## src/rtl/assert_macros.svh

```systemverilog
// Assertion macros shared by the dense layer and divider modules of the dense layer block.
`ifndef ASSERT_MACROS_SVH
`define ASSERT_MACROS_SVH
`ifndef SYNTHESIS
// Check a property on every clock edge outside reset.
`define DLF_ASSERT(name, prop) \
  name: assert property (@(posedge clk_i) disable iff (!rst_ni) prop) \
    else $error("%m: check failed");
// Check a property on every clock edge, reset included.
`define DLF_ASSERT_RST(name, prop) \
  name: assert property (@(posedge clk_i) prop) else $error("%m: check failed");
`else
`define DLF_ASSERT(name, prop)
`define DLF_ASSERT_RST(name, prop)
`endif
`endif

```

## src/rtl/dlf_ram.sv

```systemverilog
// Generic simple dual port RAM with registered read.
module dlf_ram #(
  parameter int WIDTH = 16,
  parameter int DEPTH = 256,
  localparam int AW = (DEPTH > 1) ? $clog2(DEPTH) : 1
) (
  input  logic             clk_i,
  input  logic             we_i,
  input  logic [AW-1:0]    waddr_i,
  input  logic [WIDTH-1:0] wdata_i,
  input  logic [AW-1:0]    raddr_i,
  output logic [WIDTH-1:0] rdata_o
);

  logic [WIDTH-1:0] mem_q [DEPTH];
  logic [WIDTH-1:0] rdata_q;

  // Write one entry, read one entry each cycle
  always_ff @(posedge clk_i) begin
    if (we_i) begin
      mem_q[waddr_i] <= wdata_i;
    end
    rdata_q <= mem_q[raddr_i];
  end

  assign rdata_o = rdata_q;

endmodule

```

## config.mk

```make
export PLATFORM = sky130hd
export DESIGN_NAME = dlf_ram
export DESIGN_NICKNAME = d
export VERILOG_FILES = /design/src/rtl/assert_macros.svh /design/src/rtl/dlf_ram.sv
export SDC_FILE = /design/constraint.sdc
export NUM_CORES = 2
export LEC_CHECK = 0
export BUFFER_PORTS_ARGS = -buffer_cell sky130_fd_sc_hd__buf_2
export CAP_MARGIN = 25
export CORE_MARGIN = 5
export CORE_UTILIZATION = 63
export CTS_BUF_LIST = sky130_fd_sc_hd__clkbuf_4 sky130_fd_sc_hd__clkbuf_8 sky130_fd_sc_hd__clkbuf_16
export DETAILED_ROUTE_END_ITERATION = 10
export GPL_ROUTABILITY_DRIVEN = 0
export PLACE_DENSITY = 0.79
export RECOVER_POWER = 25
export SLEW_MARGIN = 20
export SYNTH_ARGS = -nofsm -noshare
export SYNTH_HDL_FRONTEND = slang
export SYNTH_SLANG_ARGS = --single-unit
```

## constraint.sdc

```tcl
create_clock -name clk_i -period 3.1 [get_ports clk_i]
set_clock_uncertainty 0.1 [all_clocks]
set_input_delay 0.62 -clock clk_i [delete_from_list [all_inputs] [get_ports clk_i]]
set_output_delay 0.62 -clock clk_i [all_outputs]
set_load 0.005 [all_outputs]
```

==> impl_metrics.csv <==
group,metric,value,unit
status,status,"complete, but fails checks",
status,failed_checks,"max-capacitance violations, max-slew violations, negative setup slack",
worst_setup_path,crit_start,"wdata_i[14]",
timing,tightest_slew,3.16,ns
timing,fmax,318,MHz
pwr,ir_drop,0.582,mV
worst_setup_path,max_stage_delay,2.23,ns
global_route,grt_pass1_vias,86636,
routing,drt-total-wl,445,mm
timing,max_slew_margin,-111,%
pwr,powerDensity,636,mW/mm^2
synthesis,synth_cell_types,52,
clock_tree,clk_pin_slew,0.06,ns
placement,port-buffer-count,49,
synthesis,postSynthAreaPerCell,21.6,sq um
die,core,0.251,sq mm
routing,wire_per_inst,36.9,um
timing,hold_violations,0,
worst_setup_path,r2r_end,"rdata_o[5]",
timing,rsz0062_at_grt,"no",
worst_setup_path,critPathLaunchType,"input pin",
routing,wl_met1,141,mm
die,fp.dieH,512,um
synthesis,ys.warnings.count,0,
synthesis,synth_top_area_share,77.5,%
worst_setup_path,arrival,3.74,ns
finish,layout_common_cells,"edfxtp_1 (4096), buf_4 (865), mux4_2 (797)",
die,start_util,63.2,%
worst_setup_path,critPathMaxFanout,47,
finish,area_growth,15.2,%
global_route,overflow,0,
clock_tree,cts_tree,"done",
worst_setup_path,r2r-start,"mem_q[20][5]",
synthesis,synth_edf_count,4096,
hold_path,min_from,"waddr_i[6]",
finish,final_common_cell,"edfxtp_1",
clock_tree,clk_latency,1.02,ns
global_route,grt_max_degree,96,
synthesis,syn_area,0.159,sq mm
worst_setup_path,r2r_slack,0.03,ns
timing,setup_violations,61,
routing,wl_met2,209,mm
placement,dp_hpwl,264,mm
synthesis,ys_async_sr_fraction,0,%
clock_tree,root_buffer,"clkbuf_16",
pwr,leakage,0.0598,uW
worst_setup_path,crit_buf_inv,2,
clock_tree,cts_buffer_depth,4,
synthesis,synth_nets,7394,
synthesis,synth_area_leaders,"edfxtp_1 (77%), mux4_2 (11%), mux2i_1 (3.6%)",
clock_tree,cts_inserted_buffers,398,
timing,setup_ws,-0.0427,ns
synthesis,synth_flop_cell,"edfxtp_1",
worst_setup_path,path_delay_family,"buffers and inverters",
worst_setup_path,slowest_stage,"dlymetal6s2s_1",
synthesis,synthCells,7360,
clock_tree,htreeDepth,5,
global_route,antenna_found_initial,34,
clock_tree,clkSinkCount,4112,
run,cap_viol_max_count,18,
die,dieArea,0.262,sq mm
synthesis,yosysSeqAreaShare,77.7,%
die,die_w,512,um
routing,route.detailed.drc,0,
worst_setup_path,r2r_cells,6,
worst_setup_path,cp_cell_sequence,"dlymetal6s2s_1, clkbuf_2",
worst_setup_path,critPathCaptureType,"flip-flop",
global_route,grt_first_pass_wirelength,633,mm
hold_path,hold_class,"input pin to flip-flop",
routing,drt-pass1-iter-count,9,
die,rows,184,
timing,drv_slew,1118,
routing,vias_per_cell,7.17,
worst_setup_path,crit_type,"input pin to flip-flop",
hold_path,holdPathEnd,"mem_q[214][11]",
finish,num-fill-cells,12948,
placement,dp_worst_setup_slack,-1.27,ns
routing,top_layer,"met5",
routing,wl_met3,66.4,mm
timing,holdWs,0.354,ns
hold_path,holdPathStages,4,
routing,ant_nets,0,
routing,drtIter0Drc,15307,
global_route,grt_use_total,33.8,%
timing,min_period,3.14,ns
routing,vias,86434,
synthesis,synth_largest_area_cell,"edfxtp_1",
synthesis,ys_ff_latch,4112,
pwr,fin_total_pwr,116000,uW
worst_setup_path,crit_required,3.70,ns
finish,layout.nets,8420,
timing,min_period_over_period,101,%
die,ios,50,
finish,drive_above_1_share,29.9,%
## worst max path at each step
stage | to | slack [ns] | depth (start not counted)
final | mem_q[82][14] | -0.04 | 2
after global routing | rdata_o[6] | 0.02 | 11
after floorplan | mem_q[235][0] | 0.21 | 6
after global placement | rdata_o[6] | -1.18 | 10
after detailed placement | rdata_o[6] | -1.27 | 10
after CTS | rdata_o[11] | 0.009 | 7
## power by group
part / switching [uW] / internal (uW) / total (uW)
combinational: 4150 / 2480 / 6630
sequential: 98.6 / 61300 / 61400
clock: 20400 / 27900 / 48300
## cells in the mapped netlist, types with 3 or more instances
| master | n |
|---|---|
| a2111oi_0 | 6 |
| a211oi_1 | 18 |
| a21oi_1 | 175 |
| a221oi_1 | 28 |
| a22o_1 | 32 |
| a22oi_1 | 43 |
| a31oi_1 | 6 |
| and3_1 | 11 |
| buf_1 | 27 |
| buf_12 | 5 |
| buf_2 | 76 |
| buf_4 | 26 |
| buf_6 | 77 |
| buf_8 | 11 |
| clkbuf_1 | 230 |
| dfxtp_1 | 16 |
| edfxtp_1 | 4096 |
| inv_1 | 3 |
| mux2_2 | 88 |
| mux2i_1 | 565 |
| mux4_2 | 797 |
| nand2_1 | 38 |
| nand2b_1 | 3 |
| nand3_1 | 35 |
| nand4_1 | 26 |
| nand4b_1 | 3 |
| nor2_1 | 304 |
| nor2b_1 | 9 |
| nor3_1 | 92 |
| nor4_1 | 17 |
| o21ai_0 | 37 |
| o221ai_1 | 252 |
| o22ai_1 | 148 |
| o31ai_1 | 16 |
| o32ai_1 | 20 |
| or2_2 | 4 |
## layout make-up
type | count | area (sq um) | area share (%)
clock inverter | 239 | 2340 | 1.28
sequential | 4112 | 123000 | 67.4
tap | 3348 | 4190 | 2.29
inverter | 4 | 27.5 | 0.0151
timing repair buffer | 1078 | 9580 | 5.24
multi-input combinational | 2792 | 32800 | 18.0
antenna | 19 | 47.5 | 0.0260
clock buffer | 467 | 10500 | 5.74
## metrics by stage
step | setup TNS (ns) | utilization, % | std cells | cell area, sq um
after detailed placement | -9.75 | 67.7 | 11322 | 170000
after CTS | 0 | 72.9 | 12039 | 183000
after global routing | 0 | 72.8 | 12047 | 183000
after global placement | -9.17 | 67.7 | 11322 | 170000
after floorplan | 0 | - | 7360 | 159000
final | -1.90 | 72.8 | 12059 | 183000
## timing repair
action / in CTS / in global routing
hold buffers: 11 / 0
setup buffers: 0 / 0
gates resized for setup: 1 / 3
setup endpoints to repair: 1 / 3
hold endpoints to repair: 247 / 0
## flip-flops by register name (all words and copies together), names as in the netlist
name,flops
mem_q,4096
rdata_o,16
## worst register-to-register path: cells and delay by family (launching register included)
family | cells | cell delay [ns]
compound gates | 2 | 0.99
buf+inv | 1 | 0.25
flops | 1 | 0.44
mux | 2 | 1.03
simple gates | 1 | 0.06
## cells by family (layout without fill, tap and decap cells)
logic type / Yosys count / count (layout) / synth area share (%)
DFF: 4112 / 4112 / 77.7
muxes: 1450 / 1450 / 15.5
AOI/OAI and AO/OA: 786 / 786 / 3.54
and+or+nand+nor: 556 / 556 / 1.57
buffers and inverters: 456 / 1788 / 1.69
other: 0 / 19 / 0
## metal layers
layer | vias to the layer above | GRT usage (%)
li1 | 33328 | -
met1 | 43826 | 44.6
met2 | 7749 | 52.3
met3 | 1513 | 10.4
met4 | 18 | 16.5
met5 | - | 0
Note: power is estimated with default switching activity, not from simulation.
