### src/rtl/assert_macros.svh
// Assertion macros shared by the dense layer and divider modules of the dense layer block.
`ifndef ASSERT_MACROS_SVH
`define ASSERT_MACROS_SVH
`ifndef SYNTHESIS
// Check a property on every clock edge outside reset.
`define DLF_ASSERT(name, prop) \
  name: assert property (@(posedge clk_i) disable iff (!rst_ni) prop) \
    else $error("%m: check failed");
// Check a property on every clock edge, reset included.
`define DLF_ASSERT_RST(name, prop) \
  name: assert property (@(posedge clk_i) prop) else $error("%m: check failed");
`else
`define DLF_ASSERT(name, prop)
`define DLF_ASSERT_RST(name, prop)
`endif
`endif

### src/rtl/dlf_pkg.sv
// Types and constants of the dense layer block.
package dlf_pkg;

  // Field widths of the channels and the configuration port
  localparam int DATA_W      = 16;
  localparam int OP_W        = 2;
  localparam int ROW_W       = 6;
  localparam int COL_W       = 9;
  localparam int UNIT_W      = 6;
  localparam int ACT_W       = 16;
  localparam int CFG_W       = 9;
  localparam int CFG_IDX_W   = 2;
  localparam int IN_COUNT_W  = 9;
  localparam int OUT_COUNT_W = 7;

  // Shared multiplier operand and product widths
  localparam int MUL_A_W = 25;
  localparam int MUL_B_W = 18;
  localparam int MUL_P_W = MUL_A_W + MUL_B_W;

  // Fixed point constants
  localparam int Z_FRAC     = 12;
  localparam int EXP_W      = 28;
  localparam int LOG2E_Q12  = 5909;
  localparam int EXP_C1     = 43024;
  localparam int EXP_C2     = 22512;
  localparam int ONE_Q16    = 65536;
  localparam int Q_W        = 16;
  localparam int DIV_NUM_W  = EXP_W + Q_W;
  localparam logic [63:0] SIG_NUM = 64'h1_0000_0000;

  typedef enum logic [OP_W-1:0] {
    OP_WRITE_WEIGHT = 2'd0,
    OP_LOAD_INPUT   = 2'd1,
    OP_RUN          = 2'd2
  } opcode_e;

  typedef enum logic [CFG_IDX_W-1:0] {
    REG_IN_COUNT  = 2'd0,
    REG_OUT_COUNT = 2'd1,
    REG_ACT_MODE  = 2'd2
  } reg_idx_e;

  typedef enum logic [3:0] {
    ST_IDLE,
    ST_MAC,
    ST_ZQ,
    ST_EX_A,
    ST_EX_B,
    ST_EX_C,
    ST_EX_D,
    ST_EX_E,
    ST_POST,
    ST_SM_RD,
    ST_SM_LD,
    ST_DIV,
    ST_OUT
  } state_e;

endpackage

### src/rtl/dlf_div.sv
// Restoring divider, one quotient bit per cycle, quotient saturated to 16 bits.
`include "assert_macros.svh"
module dlf_div #(
  parameter int NUM_W = 44,
  parameter int DEN_W = 35
) (
  input  logic                      clk_i,
  input  logic                      rst_ni,
  input  logic                      start_i,
  input  logic [NUM_W-1:0]          numer_i,
  input  logic [DEN_W-1:0]          denom_i,
  output logic                      done_o,
  output logic [dlf_pkg::Q_W-1:0]   quot_o
);
  import dlf_pkg::*;

  localparam int W     = (NUM_W > DEN_W + Q_W) ? NUM_W : DEN_W + Q_W;
  localparam int CNT_W = $clog2(Q_W + 1);

  logic             busy_q, busy_d;
  logic             done_q, done_d;
  logic [CNT_W-1:0] cnt_q, cnt_d;
  logic [W-1:0]     rem_q, rem_d;
  logic [W-1:0]     dsh_q, dsh_d;
  logic [Q_W-1:0]   quot_q, quot_d;
  logic             ge;

  assign ge = (rem_q >= dsh_q);

  // Load on start, saturate on overflow, else compare, subtract, shift in a bit
  always_comb begin
    busy_d = busy_q;
    done_d = 1'b0;
    cnt_d  = cnt_q;
    rem_d  = rem_q;
    dsh_d  = dsh_q;
    quot_d = quot_q;
    if (start_i) begin
      busy_d = 1'b1;
      cnt_d  = CNT_W'(Q_W);
      rem_d  = W'(numer_i);
      dsh_d  = W'(denom_i) << Q_W;
      quot_d = '0;
    end else if (busy_q) begin
      if (cnt_q == CNT_W'(Q_W)) begin
        if (ge) begin
          quot_d = '1;
          busy_d = 1'b0;
          done_d = 1'b1;
        end else begin
          dsh_d = dsh_q >> 1;
          cnt_d = cnt_q - 1'b1;
        end
      end else begin
        if (ge) begin
          rem_d = rem_q - dsh_q;
        end
        quot_d = {quot_q[Q_W-2:0], ge};
        dsh_d  = dsh_q >> 1;
        if (cnt_q == '0) begin
          busy_d = 1'b0;
          done_d = 1'b1;
        end else begin
          cnt_d = cnt_q - 1'b1;
        end
      end
    end
  end

  always_ff @(posedge clk_i or negedge rst_ni) begin
    if (!rst_ni) begin
      busy_q <= 1'b0;
      done_q <= 1'b0;
      cnt_q  <= '0;
    end else begin
      busy_q <= busy_d;
      done_q <= done_d;
      cnt_q  <= cnt_d;
    end
  end

  always_ff @(posedge clk_i) begin
    rem_q  <= rem_d;
    dsh_q  <= dsh_d;
    quot_q <= quot_d;
  end

  assign done_o = done_q;
  assign quot_o = quot_q;

  `DLF_ASSERT(a_start_when_free, start_i |-> !busy_q)
  `DLF_ASSERT(a_done_single, done_q |=> !done_q)
  `DLF_ASSERT(a_count_bound, busy_q |-> cnt_q <= CNT_W'(Q_W))

endmodule
### config.mk
export PLATFORM = sky130hd
export DESIGN_NAME = dlf_div
export DESIGN_NICKNAME = d
export VERILOG_FILES = /design/src/rtl/dlf_pkg.sv /design/src/rtl/dlf_div.sv
export VERILOG_INCLUDE_DIRS = /design/src /design/src/rtl
export SDC_FILE = /design/constraint.sdc
export NUM_CORES = 1
export LEC_CHECK = 0
export ABC_AREA = 1
export BUFFER_PORTS_ARGS = -buffer_cell sky130_fd_sc_hd__buf_2
export CAP_MARGIN = 0
export CORE_MARGIN = 8
export CORE_UTILIZATION = 54
export DETAILED_ROUTE_END_ITERATION = 10
export GPL_TIMING_DRIVEN = 0
export PLACE_DENSITY = 0.77
export SLEW_MARGIN = 15
export SYNTH_ARGS = -nofsm -noshare
export SYNTH_HDL_FRONTEND = slang
export SYNTH_SLANG_ARGS = --single-unit
### constraint.sdc
create_clock -name clk_i -period 3.1 [get_ports clk_i]
set_input_delay 0.155 -clock clk_i [delete_from_list [all_inputs] [get_ports clk_i]]
set_output_delay 0.155 -clock clk_i [all_outputs]
set_load 0.03 [all_outputs]
==> impl_metrics.tcl <==
set metrics [dict create \
    outcome "completed" \
    placed_area_sq_um 9890 \
    first_pass_iters 5 \
    totalPowerFinal_mw 14.3 \
    root_buffer "clkbuf_16" \
    n_antenna_cell 0 \
    wl_mm 30.3 \
    synthesis.nets 1463 \
    cp_cell_sequence "inv_1 -> ha_1 -> nand3_1 -> nand2_1 -> nand4_1 -> nand3_4 -> nand2_2 -> nand3_4 -> nand2_4 -> buf_6 -> buf_6 -> nand2_1 -> nand2_4 -> bufbuf_16" \
    cts.sink_count 125 \
    grt_max_degree 26 \
    fin_setup_tns_ns 0 \
    hp-class "in2reg" \
    ant_nets 0 \
    layout_common_cells "nand2_1 (389), inv_1 (192), nor2_1 (114), buf_2 (101)" \
    ys_warn_count 0 \
    finalClockSkew_ns 0.0144 \
    wl_per_cell_microns 17.7 \
    r2r-end "dsh_q[48]" \
    grt_pass1_vias 8945 \
    layout_commonest_cell "nand2_1" \
    globalplace.congestion 0.954 \
    dpl.hpwl_mm 23.1 \
    holdPathStages 3 \
    rsz0062_at_grt "yes" \
    ys_ff_latch 125 \
    slowest_stage "dfxtp_1" \
    hold_slack_ns 0.0112 \
    leakage_nw 5.35 \
    viasPerCell 5.38 \
    setup_viol_count_final 0 \
    cpPeakStageDelay_ns 0.41 \
    vias 9234 \
    nets 1618 \
    powerDensity_nw_per_um2 1300 \
    hp-start "numer_i[36]" \
    cts_buffers 17 \
    synth-edff-count 79 \
    timing.slew.headroom 0.351 \
    ys_types 39 \
    tightest_slew_ns 0.973 \
    p_int_mw 6.95 \
    cts_tree "done" \
    clk_pin_slew_worst_paths_ns 0.07 \
    combPwrFrac 0.651 \
    synth_flop_cell "edfxtp_1" \
    layout_min_cycle_time_ns 3.02 \
    syn_inst 1328 \
    post-route-drc-count 0 \
    ys_seq_area_frac 0.367 \
    dieArea_sq_um 21200 \
    post-route-util 0.666 \
    num_rows 47 \
    clk_path_buf_depth 2 \
    fp.dieW_microns 146 \
    worst_r2r_startpoint "dsh_q[1]" \
    switching_power_mw 7.39 \
    synth_area_sq_um 9080 \
    start_util 0.549 \
    grt_antenna_before_repair 0 \
    worstSetupPathType "reg2reg" \
    drive_gt1_frac 0.147 \
    async_flop_share 0.0560 \
    core_sq_um 16500 \
    grt.total_usage 0.282 \
    htreeDepth 4 \
    rr_worst_depth 14 \
    p_clk_frac 0.142 \
    cp.arrival_ns 3.16 \
    avgSynthCellArea_sq_um 6.84 \
    cp-start-kind "flop" \
    cap_violations 0 \
    period_share 0.976 \
    io_pins 99 \
    pwr-share-seq 0.207 \
    syn2layout_area_growth_pct 21.3 \
    die_h_microns 146 \
    hold_end "rem_q[36]" \
    cp.required_ns 3.24 \
    fmax_ghz 0.331 \
    hold_viol 0 \
    grt-ovfl-total 0 \
    finalMaxSlewViolations 0 \
    fin_area_sq_um 11000 \
    clk_latency_ns 0.44 \
    max-vdd-ir-drop_mv 0.722 \
    drt_iter0_drc 783 \
    io_buffer_count 98 \
    grt_pass1_wl_mm 47.4 \
    swShare 0.515 \
    critPathMaxFanout 15 \
    rrSetupSlack_ns 0.08 \
    crit_path_end_kind "flop" \
]
==> state kept, by name (all words and copies together), names as in the netlist <==
name and cells:
dsh_q 51, rem_q 51, quot_o 16, cnt_q 5, busy_q 1, done_o 1
==> power by group through the flow <==
stage	Clock, mW	Combinational [mW]	Sequential [mW]
global route	2.10	10.3	3.03
CTS	2.04	8.82	2.94
detailed placement	0	8.55	2.97
floorplan	0	6.14	3.05
finish	2.04	9.33	2.96
global placement	0	8.41	2.96
==> final cells by class <==
type / instances / area, sq um
sequential: 125 / 3330
inverter: 196 / 736
clock inverter: 14 / 140
buffer: 33 / 146
clock buffer: 18 / 450
multi-input combinational: 975 / 5050
timing repair buffer: 135 / 881
fill: 1470 / 5510
tap: 220 / 275
==> worst max-delay path: cells and delay by family, from the launching register on <==
kind / cells / cell delay [ns]
flops: 1 / 0.41
fa+ha+maj: 1 / 0.35
buf+inv: 4 / 0.74
simple gates: 9 / 1.19
==> timing repair <==
action / 4_1_cts / 5_1_grt
buffers inserted: 2 / 7
pin swaps: 0 / 4
hold buffers: 25 / 0
endpoints found under the hold margin: 31 / 0
endpoints found under the setup margin: 79 / 81
gates cloned: 1 / 1
gates resized for setup: 9 / 31
==> metrics by stage <==
step                      worst slack [ns]  cells
final                               0.0757   1716
after global routing               -0.0399   1716
after CTS                          0.00810   1708
after detailed placement            -0.400   1648
after global placement               -1.23   1646
after floorplan                     0.0579   1328
==> synthesized netlist by cell type, types with 3 or more instances <==
library cell | count | share of area
buf_2 | 3 | 0.0017
xor2_1 | 5 | 0.0048
nand2_1 | 398 | 0.16
dfxtp_1 | 39 | 0.086
o21ai_0 | 101 | 0.056
a21o_1 | 4 | 0.0033
nand4_1 | 15 | 0.010
nor3_1 | 9 | 0.0050
xnor2_1 | 8 | 0.0077
a21oi_1 | 94 | 0.052
nand3_1 | 101 | 0.056
inv_1 | 193 | 0.080
a21oi_2 | 8 | 0.0077
ha_1 | 52 | 0.072
buf_1 | 4 | 0.0017
o21bai_1 | 10 | 0.0083
edfxtp_1 | 79 | 0.26
nor2_1 | 119 | 0.049
dfrtp_1 | 7 | 0.019
or2_2 | 14 | 0.0096
nand2_2 | 4 | 0.0028
a31oi_1 | 4 | 0.0028
clkbuf_1 | 23 | 0.0095
nand3b_1 | 6 | 0.0050
nor2_2 | 8 | 0.0055
==> logic make-up (layout without fill, tap and decap cells) <==
group,count (synthesis),in the layout,synth area share
AO/OA/AOI/OAI,225,225,0.133
AND/OR/NAND/NOR,683,684,0.317
XOR/XNOR,13,13,0.0125
flip-flops,125,125,0.367
buffers and inverters,229,396,0.0972
adder cells (fa/ha/maj),53,53,0.0739
==> how the worst max path moves through the flow <==
stage                 to      start  slack (ns)
6_report       dsh_q[48]   dsh_q[1]        0.08
2_1_floorplan  dsh_q[16]  rem_q[17]        0.06
5_1_grt        dsh_q[45]  dsh_q[26]       -0.04
3_5_place_dp   dsh_q[20]  rem_q[18]       -0.40
3_3_place_gp   rem_q[25]  dsh_q[18]       -1.23
4_1_cts        dsh_q[45]  dsh_q[16]       0.008
==> routing by layer <==
metal	vias up	GRT usage	wire length [microns]
met5	-	0	0
met4	0	0.105	901
met3	55	0.0491	1890
met2	349	0.468	14100
met1	4195	0.360	13400
li1	4635	-	-
No activity file was read; power rests on OpenSTA's default activity.
