### src/rtl/assert_macros.svh
// Assertion macros shared by the dense layer and divider modules of the dense layer block.
`ifndef ASSERT_MACROS_SVH
`define ASSERT_MACROS_SVH
`ifndef SYNTHESIS
// Check a property on every clock edge outside reset.
`define DLF_ASSERT(name, prop) \
  name: assert property (@(posedge clk_i) disable iff (!rst_ni) prop) \
    else $error("%m: check failed");
// Check a property on every clock edge, reset included.
`define DLF_ASSERT_RST(name, prop) \
  name: assert property (@(posedge clk_i) prop) else $error("%m: check failed");
`else
`define DLF_ASSERT(name, prop)
`define DLF_ASSERT_RST(name, prop)
`endif
`endif

### src/rtl/dlf_pkg.sv
// Types and constants of the dense layer block.
package dlf_pkg;

  // Field widths of the channels and the configuration port
  localparam int DATA_W      = 16;
  localparam int OP_W        = 2;
  localparam int ROW_W       = 6;
  localparam int COL_W       = 9;
  localparam int UNIT_W      = 6;
  localparam int ACT_W       = 16;
  localparam int CFG_W       = 9;
  localparam int CFG_IDX_W   = 2;
  localparam int IN_COUNT_W  = 9;
  localparam int OUT_COUNT_W = 7;

  // Shared multiplier operand and product widths
  localparam int MUL_A_W = 25;
  localparam int MUL_B_W = 18;
  localparam int MUL_P_W = MUL_A_W + MUL_B_W;

  // Fixed point constants
  localparam int Z_FRAC     = 12;
  localparam int EXP_W      = 28;
  localparam int LOG2E_Q12  = 5909;
  localparam int EXP_C1     = 43024;
  localparam int EXP_C2     = 22512;
  localparam int ONE_Q16    = 65536;
  localparam int Q_W        = 16;
  localparam int DIV_NUM_W  = EXP_W + Q_W;
  localparam logic [63:0] SIG_NUM = 64'h1_0000_0000;

  typedef enum logic [OP_W-1:0] {
    OP_WRITE_WEIGHT = 2'd0,
    OP_LOAD_INPUT   = 2'd1,
    OP_RUN          = 2'd2
  } opcode_e;

  typedef enum logic [CFG_IDX_W-1:0] {
    REG_IN_COUNT  = 2'd0,
    REG_OUT_COUNT = 2'd1,
    REG_ACT_MODE  = 2'd2
  } reg_idx_e;

  typedef enum logic [3:0] {
    ST_IDLE,
    ST_MAC,
    ST_ZQ,
    ST_EX_A,
    ST_EX_B,
    ST_EX_C,
    ST_EX_D,
    ST_EX_E,
    ST_POST,
    ST_SM_RD,
    ST_SM_LD,
    ST_DIV,
    ST_OUT
  } state_e;

endpackage

### src/rtl/dlf_mul.sv
// Shared signed multiplier with registered product.
module dlf_mul (
  input  logic                                 clk_i,
  input  logic signed [dlf_pkg::MUL_A_W-1:0]   a_i,
  input  logic signed [dlf_pkg::MUL_B_W-1:0]   b_i,
  output logic signed [dlf_pkg::MUL_P_W-1:0]   p_o
);
  import dlf_pkg::*;

  logic signed [MUL_P_W-1:0] p_q;

  // Register every product
  always_ff @(posedge clk_i) begin
    p_q <= MUL_P_W'(a_i) * MUL_P_W'(b_i);
  end

  assign p_o = p_q;

endmodule

### config.mk
export PLATFORM = sky130hd
export DESIGN_NAME = dlf_mul
export DESIGN_NICKNAME = d
export VERILOG_FILES = /design/src/rtl/assert_macros.svh /design/src/rtl/dlf_pkg.sv /design/src/rtl/dlf_mul.sv
export SDC_FILE = /design/constraint.sdc
export NUM_CORES = 1
export LEC_CHECK = 0
export BUFFER_PORTS_ARGS = -buffer_cell sky130_fd_sc_hd__buf_4
export CORE_UTILIZATION = 40
export CTS_CLUSTER_DIAMETER = 120
export CTS_CLUSTER_SIZE = 10
export DETAILED_ROUTE_END_ITERATION = 8
export PLACE_DENSITY_LB_ADDON = 0.12
export SYNTH_ARGS = -nofsm -noshare
export SYNTH_HDL_FRONTEND = slang
export SYNTH_SLANG_ARGS = --single-unit
export TNS_END_PERCENT = 100
### constraint.sdc
create_clock -name clk_i -period 8.25 [get_ports clk_i]
set_input_delay 0 -clock clk_i [delete_from_list [all_inputs] [get_ports clk_i]]
set_output_delay 0 -clock clk_i [all_outputs]
set_load 0.1 [all_outputs]
==> out/qor.yml, run 1 <==
status:
  outcome: "completed"
floorplanning:
  die_area_sq_um: 43000
  die_w_um: 207
  pin_count: 87
  die_height_um: 207
  start_util_pct: 40.9
  core_sq_um: 41200
  rows: 74
setup_path:
  arrival_ns: 6.62
  criticalPathCategory: "primary input to register"
  crit_path_max_fanout: 20
  cp-start-kind: "primary input"
  critical_path.endpoint_type: "register"
  startpoint: "b_i[17]"
  required_ns: 8.49
global_routing:
  grt_max_degree: 26
  grt.overflow.total: 0
  track_usage_pct: 21.9
  grt_pass1_wl_mm: 72.4
  top_usage_layer: "met2"
  gr-usage-met1_pct: 29.4
  use_met2_pct: 37.7
  antenna_found_initial: 1
  use_met3_pct: 2.44
  grt_pass1_vias: 13200
sta:
  final.setup.tns_ns: 0
  rsz0062_at_grt: "false"
  max_slew_margin_pct: 31.1
  setup_viol: 0
  finalHoldViolations: 0
  post-route-period-util_pct: 77.3
  max_slew.worst_pin.slew_ns: 1.02
  clock.fmax_ghz: 0.157
  finalMaxSlewViolations: 0
  period_minus_slack_ns: 6.38
clock_network:
  post_cts_buffers: 0
  clock-sinks: 43
  path_clk_slew_ns: 0.07
  cts_buffer_depth: 2
  cts_inserted_buffers: 5
  ctsHoldBuffers: 0
  cts_tree: "built"
  cts_root_buf: "clkbuf_16"
  htreeDepth: 2
  ctsResizeCount: 0
synth:
  synth_top_family_by_area: "adder cells"
  synth-xor-area-share_pct: 1.82
  syn_inst: 1863
  synth-simple-area-share_pct: 14.8
  ys_warn_count: 0
  seq_area_frac_synth_pct: 5.10
  ys_seq_elements: 43
  synth_area_per_cell_sq_um: 9.05
  synthArstFlopShare_pct: 0
  synth_adder_area_share_pct: 60.3
  synth_cell_types: 49
  syn_area_sq_um: 16900
  muxShareOfSynthArea_pct: 0
  ys.flop_type: "dfxtp_1"
  synth_edf_count: 0
  synth-compound-area-share_pct: 4.99
  synth_nets: 2455
route:
  routed_wl_mm: 43.8
  wl_per_cell_um: 18.1
  firstDrtPassIters: 5
  vias_per_cell: 4.93
  antenna_left: 0
  via_count: 11900
  drc: 0
  initialDrtViolationCount: 538
run:
  cap_viol_max_count: 0
finish:
  nNetsFinal: 2477
  largest_reg_flops: 43
  diodes: 0
  drive_above_1_share_pct: 5.41
  syn2layout_area_growth_pct: 7.22
  nFillCells: 4115
hold_path:
  hp-start: "a_i[0]"
  hold_path.class: "primary input to register"
place:
  port_buffers: 86
  gp_congestion: 0.834
  dp_hpwl_mm: 35.7
[metal layers]
layer | share of wire [%] | up-vias | wire [um]
li1 | - | 5388 | -
met1 | 43 | 6268 | 19000
met2 | 51 | 213 | 22100
met3 | 3.6 | 50 | 1570
met4 | 2.5 | 0 | 1100
met5 | 0 | - | 0
[layout make-up]
cell class,instances,area (sq um),area share (%)
clock inverters,3,47.5,0.263
inverters,515,1930,10.7
clock buffers,5,125,0.692
well taps,532,666,3.68
repair buffers,86,646,3.57
multi-input cells,1234,13800,76.3
flip-flops and latches,43,861,4.76
[worst max-delay path, stage by stage]
cell and delay [ns]:
buf_4 0.14, inv_1 0.69, nor2_1 0.15, fa_1 0.56, fa_1 0.45, fa_1 0.53, fa_1 0.45, fa_1 0.50
inv_1 0.05, fa_1 0.48, inv_1 0.05, ha_1 0.38, nand2_1 0.10, nor3_1 0.54, and4_1 0.30, a31o_1 0.31
o31ai_4 0.16, o311ai_1 0.36, a2111oi_1 0.13, a311oi_1 0.27
[worst paths after layout]
kind | to | slack [ns] | cells past startpoint
setup / recovery | p_o[42] | 1.87 | 20
hold / removal | p_o[0] | 0.14 | 2
[stage by stage]
step	cells	worst slack [ns]	area [sq um]	hold slack, ns	util (%)
final	2418	1.87	18100	0.139	43.9
after global routing	2418	1.44	18100	0.136	43.9
after CTS	2418	1.87	18100	0.121	43.9
after detailed placement	2410	1.55	17900	0.485	43.5
after global placement	2410	1.61	17900	0.488	43.5
after floorplan	1863	2.49	16900	0.122	-
[synth_stat cells, drive strengths merged, types with 6 or more instances]
cell type  number  area, sq um
clkbuf         70          263
o21a            6         45.0
nor2           46          173
nand2b         11         68.8
xnor2          31          272
nor3            7         35.0
nand2         277         1040
a21o           11         82.6
a21oi          31          155
fa            441         8830
and2          167         1040
o21ai          25          129
a211oi          9         77.6
ha            107         1340
nor2b           6         37.5
dfxtp          43          861
inv           515         1930
[cell usage in the layout (no fill, tap or decap), types with 11 or more instances in the layout]
master / instances
a21o_1: 11
nand2_1: 277
inv_1: 515
nand2b_1: 11
and2_1: 167
xnor2_1: 31
fa_1: 441
o21ai_0: 22
buf_4: 86
nor2_1: 46
dfxtp_1: 43
ha_1: 107
a21oi_1: 31
[cells by family after synthesis]
group,after synthesis
flops,43
compound gates,122
xor+xnor,35
buf+inv,586
simple gates,529
fa+ha+maj,548
Power of run 1 is not shown: default switching activity piles up to over one toggle a cycle in this logic, so the estimate is an artifact.
==> run 2, diff against run 1 <==
--- a/config.mk
+++ b/config.mk
@@ -5,6 +5,7 @@
 export SDC_FILE = /design/constraint.sdc
 export NUM_CORES = 1
 export LEC_CHECK = 0
+export ABC_AREA = 1
 export BUFFER_PORTS_ARGS = -buffer_cell sky130_fd_sc_hd__buf_4
 export CORE_UTILIZATION = 40
 export CTS_CLUSTER_DIAMETER = 120
==> constraint.sdc (replaced) <==
create_clock -name clk_i -period 6.34 [get_ports clk_i]
set_input_delay 0 -clock clk_i [delete_from_list [all_inputs] [get_ports clk_i]]
set_output_delay 0 -clock clk_i [all_outputs]
set_load 0.1 [all_outputs]
==> run 2 against run 1 <==
Compared with the run above:
- wire length rose by 11%
- critical path depth up 1
- hold slack lost 0.042 ns
- core utilization down 0.88 points
- final cell count is 24% higher
- sequential cell count unchanged
- area after synthesis increased by 8.6%
- design area up 7.7%
- first-iteration DRC count grew 19%
- global-route usage is 0.39 points higher
- sequential share of layout area is 0.34 points lower
- synthesized cell count grew 30%
- critical endpoint is now p_o[38]
- highest routed layer unchanged
==> out/qor.yml, run 2 <==
synth:
  seq_area_frac_synth_pct: 4.70  # was 5.10%
  synth_area_per_cell_sq_um: 7.59  # was 9.05 sq um
  yosysMostFrequentCell: "inv_1"  # unchanged
  synth_top_area_share_pct: 48.2  # was 52.3%
  ys_seq_elements: 43  # unchanged
  synthArstFlopShare_pct: 0  # unchanged
  synth_edf_count: 0  # unchanged
  ys.flop_type: "dfxtp_1"  # unchanged
  synth.area.top_cells: "fa_1 (48%), inv_1 (16%), nand2_1 (14%)"  # was fa_1 (52%), inv_1 (11%), ha_1 (7.9%)
  synthTopCellsByCount: "inv_1 (764), nand2_1 (698), fa_1 (441), ha_1 (107), clkbuf_1 (98)"  # was inv_1 (515), fa_1 (441), nand2_1 (277), and2_1 (167), ha_1 (107)
  syn_area_sq_um: 18300  # was 16,900 sq um
  synth_cell_types: 28  # was 49
  syn_inst: 2413  # was 1,863
  ys_warn_count: 0  # unchanged
  synth_nets: 3005  # was 2,455
  yosys.area.top_type: "fa_1"  # unchanged
place:
  gp_congestion: 0.927  # was 0.834
  port_buffers: 86  # unchanged
  post_dp_cell_area_sq_um: 19300  # was 17,900 sq um
  dp_cells: 2997  # was 2,410
  dp_hpwl_mm: 42.5  # was 35.7 mm
sta:
  max_slew.worst_pin.slew_ns: 0.690  # was 1.02 ns
  post-route-period-util_pct: 84.5
  rsz0062_at_grt: "false"  # unchanged
  max_slew_margin_pct: 54.0  # was 31.1%
  finalMaxSlewViolations: 0  # unchanged
  period_minus_slack_ns: 5.36
  clock.fmax_ghz: 0.187
  setup_viol: 0  # unchanged
  final.setup.tns_ns: 0  # unchanged
  finalHoldViolations: 0  # unchanged
route:
  wl_per_cell_um: 16.2  # was 18.1 um
  routed_wl_mm: 48.7  # was 43.8 mm
  via_count: 14100  # was 11,900
  vias_per_cell: 4.68  # was 4.93
  initialDrtViolationCount: 638  # was 538
  drc: 0  # unchanged
  antenna_left: 0  # unchanged
  firstDrtPassIters: 5  # unchanged
hold_path:
  hp-start: "a_i[0]"  # unchanged
  min_to: "p_o[0]"  # unchanged
  hold_depth: 3  # was 2
  hold_path.class: "primary input to register"  # unchanged
floorplanning:
  rows: 78  # was 74
  start_util_pct: 40.4  # was 40.9%
  pin_count: 87  # unchanged
  die_area_sq_um: 46600  # was 43,000 sq um
  die_w_um: 216  # was 207 um
  core_sq_um: 45300  # was 41,200 sq um
  die_height_um: 216  # was 207 um
finish:
  layout.cells.non_filler: 3005  # was 2,418
  diodes: 0  # unchanged
  drive_above_1_share_pct: 5.95  # was 5.41%
  nNetsFinal: 2996  # was 2,477
  mostFrequentLayoutCells: "inv_1 (764), nand2_1 (698), fa_1 (441), ha_1 (107), buf_4 (87)"  # was inv_1 (515), fa_1 (441), nand2_1 (277), and2_1 (167), ha_1 (107)
  multiInputGateArea_sq_um: 14200  # was 13,800 sq um
  regArea_sq_um: 861  # unchanged
  nFillCells: 4786  # was 4,115
  syn2layout_area_growth_pct: 6.37  # was 7.22%
  largest_reg_flops: 43  # unchanged
  final_common_cell: "inv_1"  # unchanged
  stdcell_area_sq_um: 19500  # was 18,100 sq um
status:
  outcome: "completed"  # unchanged
setup_path:
  cp-start-kind: "primary input"  # unchanged
  arrival_ns: 5.54  # was 6.62 ns
  criticalPathCategory: "primary input to register"  # unchanged
  critical_path.endpoint_type: "register"  # unchanged
  crit_path_max_fanout: 25  # was 20
  required_ns: 6.52  # was 8.49 ns
clock_network:
  path_clk_slew_ns: 0.07  # about the same
  ctsResizeCount: 0  # unchanged
  post_cts_buffers: 0  # unchanged
  ctsHoldBuffers: 0  # unchanged
  htreeDepth: 2  # unchanged
  cts_tree: "built"  # unchanged
  clock-sinks: 43  # unchanged
  cts_inserted_buffers: 5  # unchanged
  cts_root_buf: "clkbuf_16"  # unchanged
  cts_buffer_depth: 2  # unchanged
global_routing:
  antenna_found_initial: 0  # was 1
  grt_pass1_wl_mm: 82.4  # was 72.4 mm
  grt.overflow.total: 0  # unchanged
  track_usage_pct: 22.3  # was 21.9%
  grt_max_degree: 26  # unchanged
  grt_pass1_vias: 15600  # was 13,200
run:
  cap_viol_max_count: 0  # unchanged
[run 2: changes by cell type after synthesis, sizes merged, moves of 6 or more]
cell    change
nand2     +433
inv       +255
and2      -167
nand3      +50
nor2       +43
clkbuf     +28
xnor2      -28
o21ai      -20
xor2       +16
a211oi      -9
a21o        -9
nand2b      -9
nor2b       -6
o21a        -6
[run 2: layout make-up]
type,instances,share of cell area (%)
multi-input combinational,1497,72.8
clock buffer,5,0.642
timing repair buffer,87,3.35
tap,600,3.85
sequential,43,4.42
clock inverter,3,0.122
inverter,770,14.8
[run 2: how the worst max path moves through the flow]
stage          startpoint  depth (start not counted)  slack, ns       to
3_3_place_gp       b_i[0]                         22       0.72  p_o[42]
3_5_place_dp       b_i[0]                         21       0.66  p_o[38]
2_1_floorplan     a_i[24]                         20       1.12  p_o[41]
5_1_grt            b_i[0]                         22       0.59  p_o[38]
4_1_cts            b_i[0]                         21       0.95  p_o[38]
6_report           b_i[0]                         21       0.98  p_o[38]
[run 2: stage by stage]
| step | utilization, % | setup slack (ns) | hold slack (ns) |
|---|---|---|---|
| after CTS | 43.0 | 0.955 | 0.102 |
| after floorplan | - | 1.12 | 0.277 |
| final | 43.0 | 0.981 | 0.0969 |
| after detailed placement | 42.7 | 0.663 | 0.403 |
| after global placement | 42.7 | 0.716 | 0.412 |
| after global routing | 43.0 | 0.592 | 0.107 |
[run 2: critical path, cell delays in order]
cell	delay [ns]
buf_4	0.21
nand2_1	0.09
inv_1	0.10
fa_1	0.76
fa_1	0.52
ha_1	0.52
inv_1	0.25
fa_1	0.54
inv_1	0.06
fa_1	0.53
inv_1	0.05
fa_1	0.47
inv_1	0.04
ha_1	0.40
nand2_1	0.13
nor2_1	0.27
nand2_1	0.12
nor2_1	0.15
nand3_1	0.13
nand4_1	0.12
nand2_1	0.06
[run 2: logic make-up (layout without fill, tap and decap cells)]
logic type	Yosys count	in the layout	share of synthesized area [%]
flip-flops	43	43	4.70
buffers and inverters	873	865	17.9
AO/OA/AOI/OAI	43	43	1.41
AND/OR/NAND/NOR	883	883	19.4
adder cells (fa/ha/maj)	548	548	55.5
XOR/XNOR	23	23	1.10
[run 2: routing by layer]
metal  routed length (um)  vias up  global-route usage (%)  part of all wire (%)
met3                 1150       34                    1.11                   2.4
met1                20700     7202                    28.1                    43
met4                  507        0                    2.58                   1.0
li1                     -     6595                       -                     -
met5                    0        -                       0                     0
met2                26300      222                    43.0                    54
Power of run 2 is left out for the same reason.
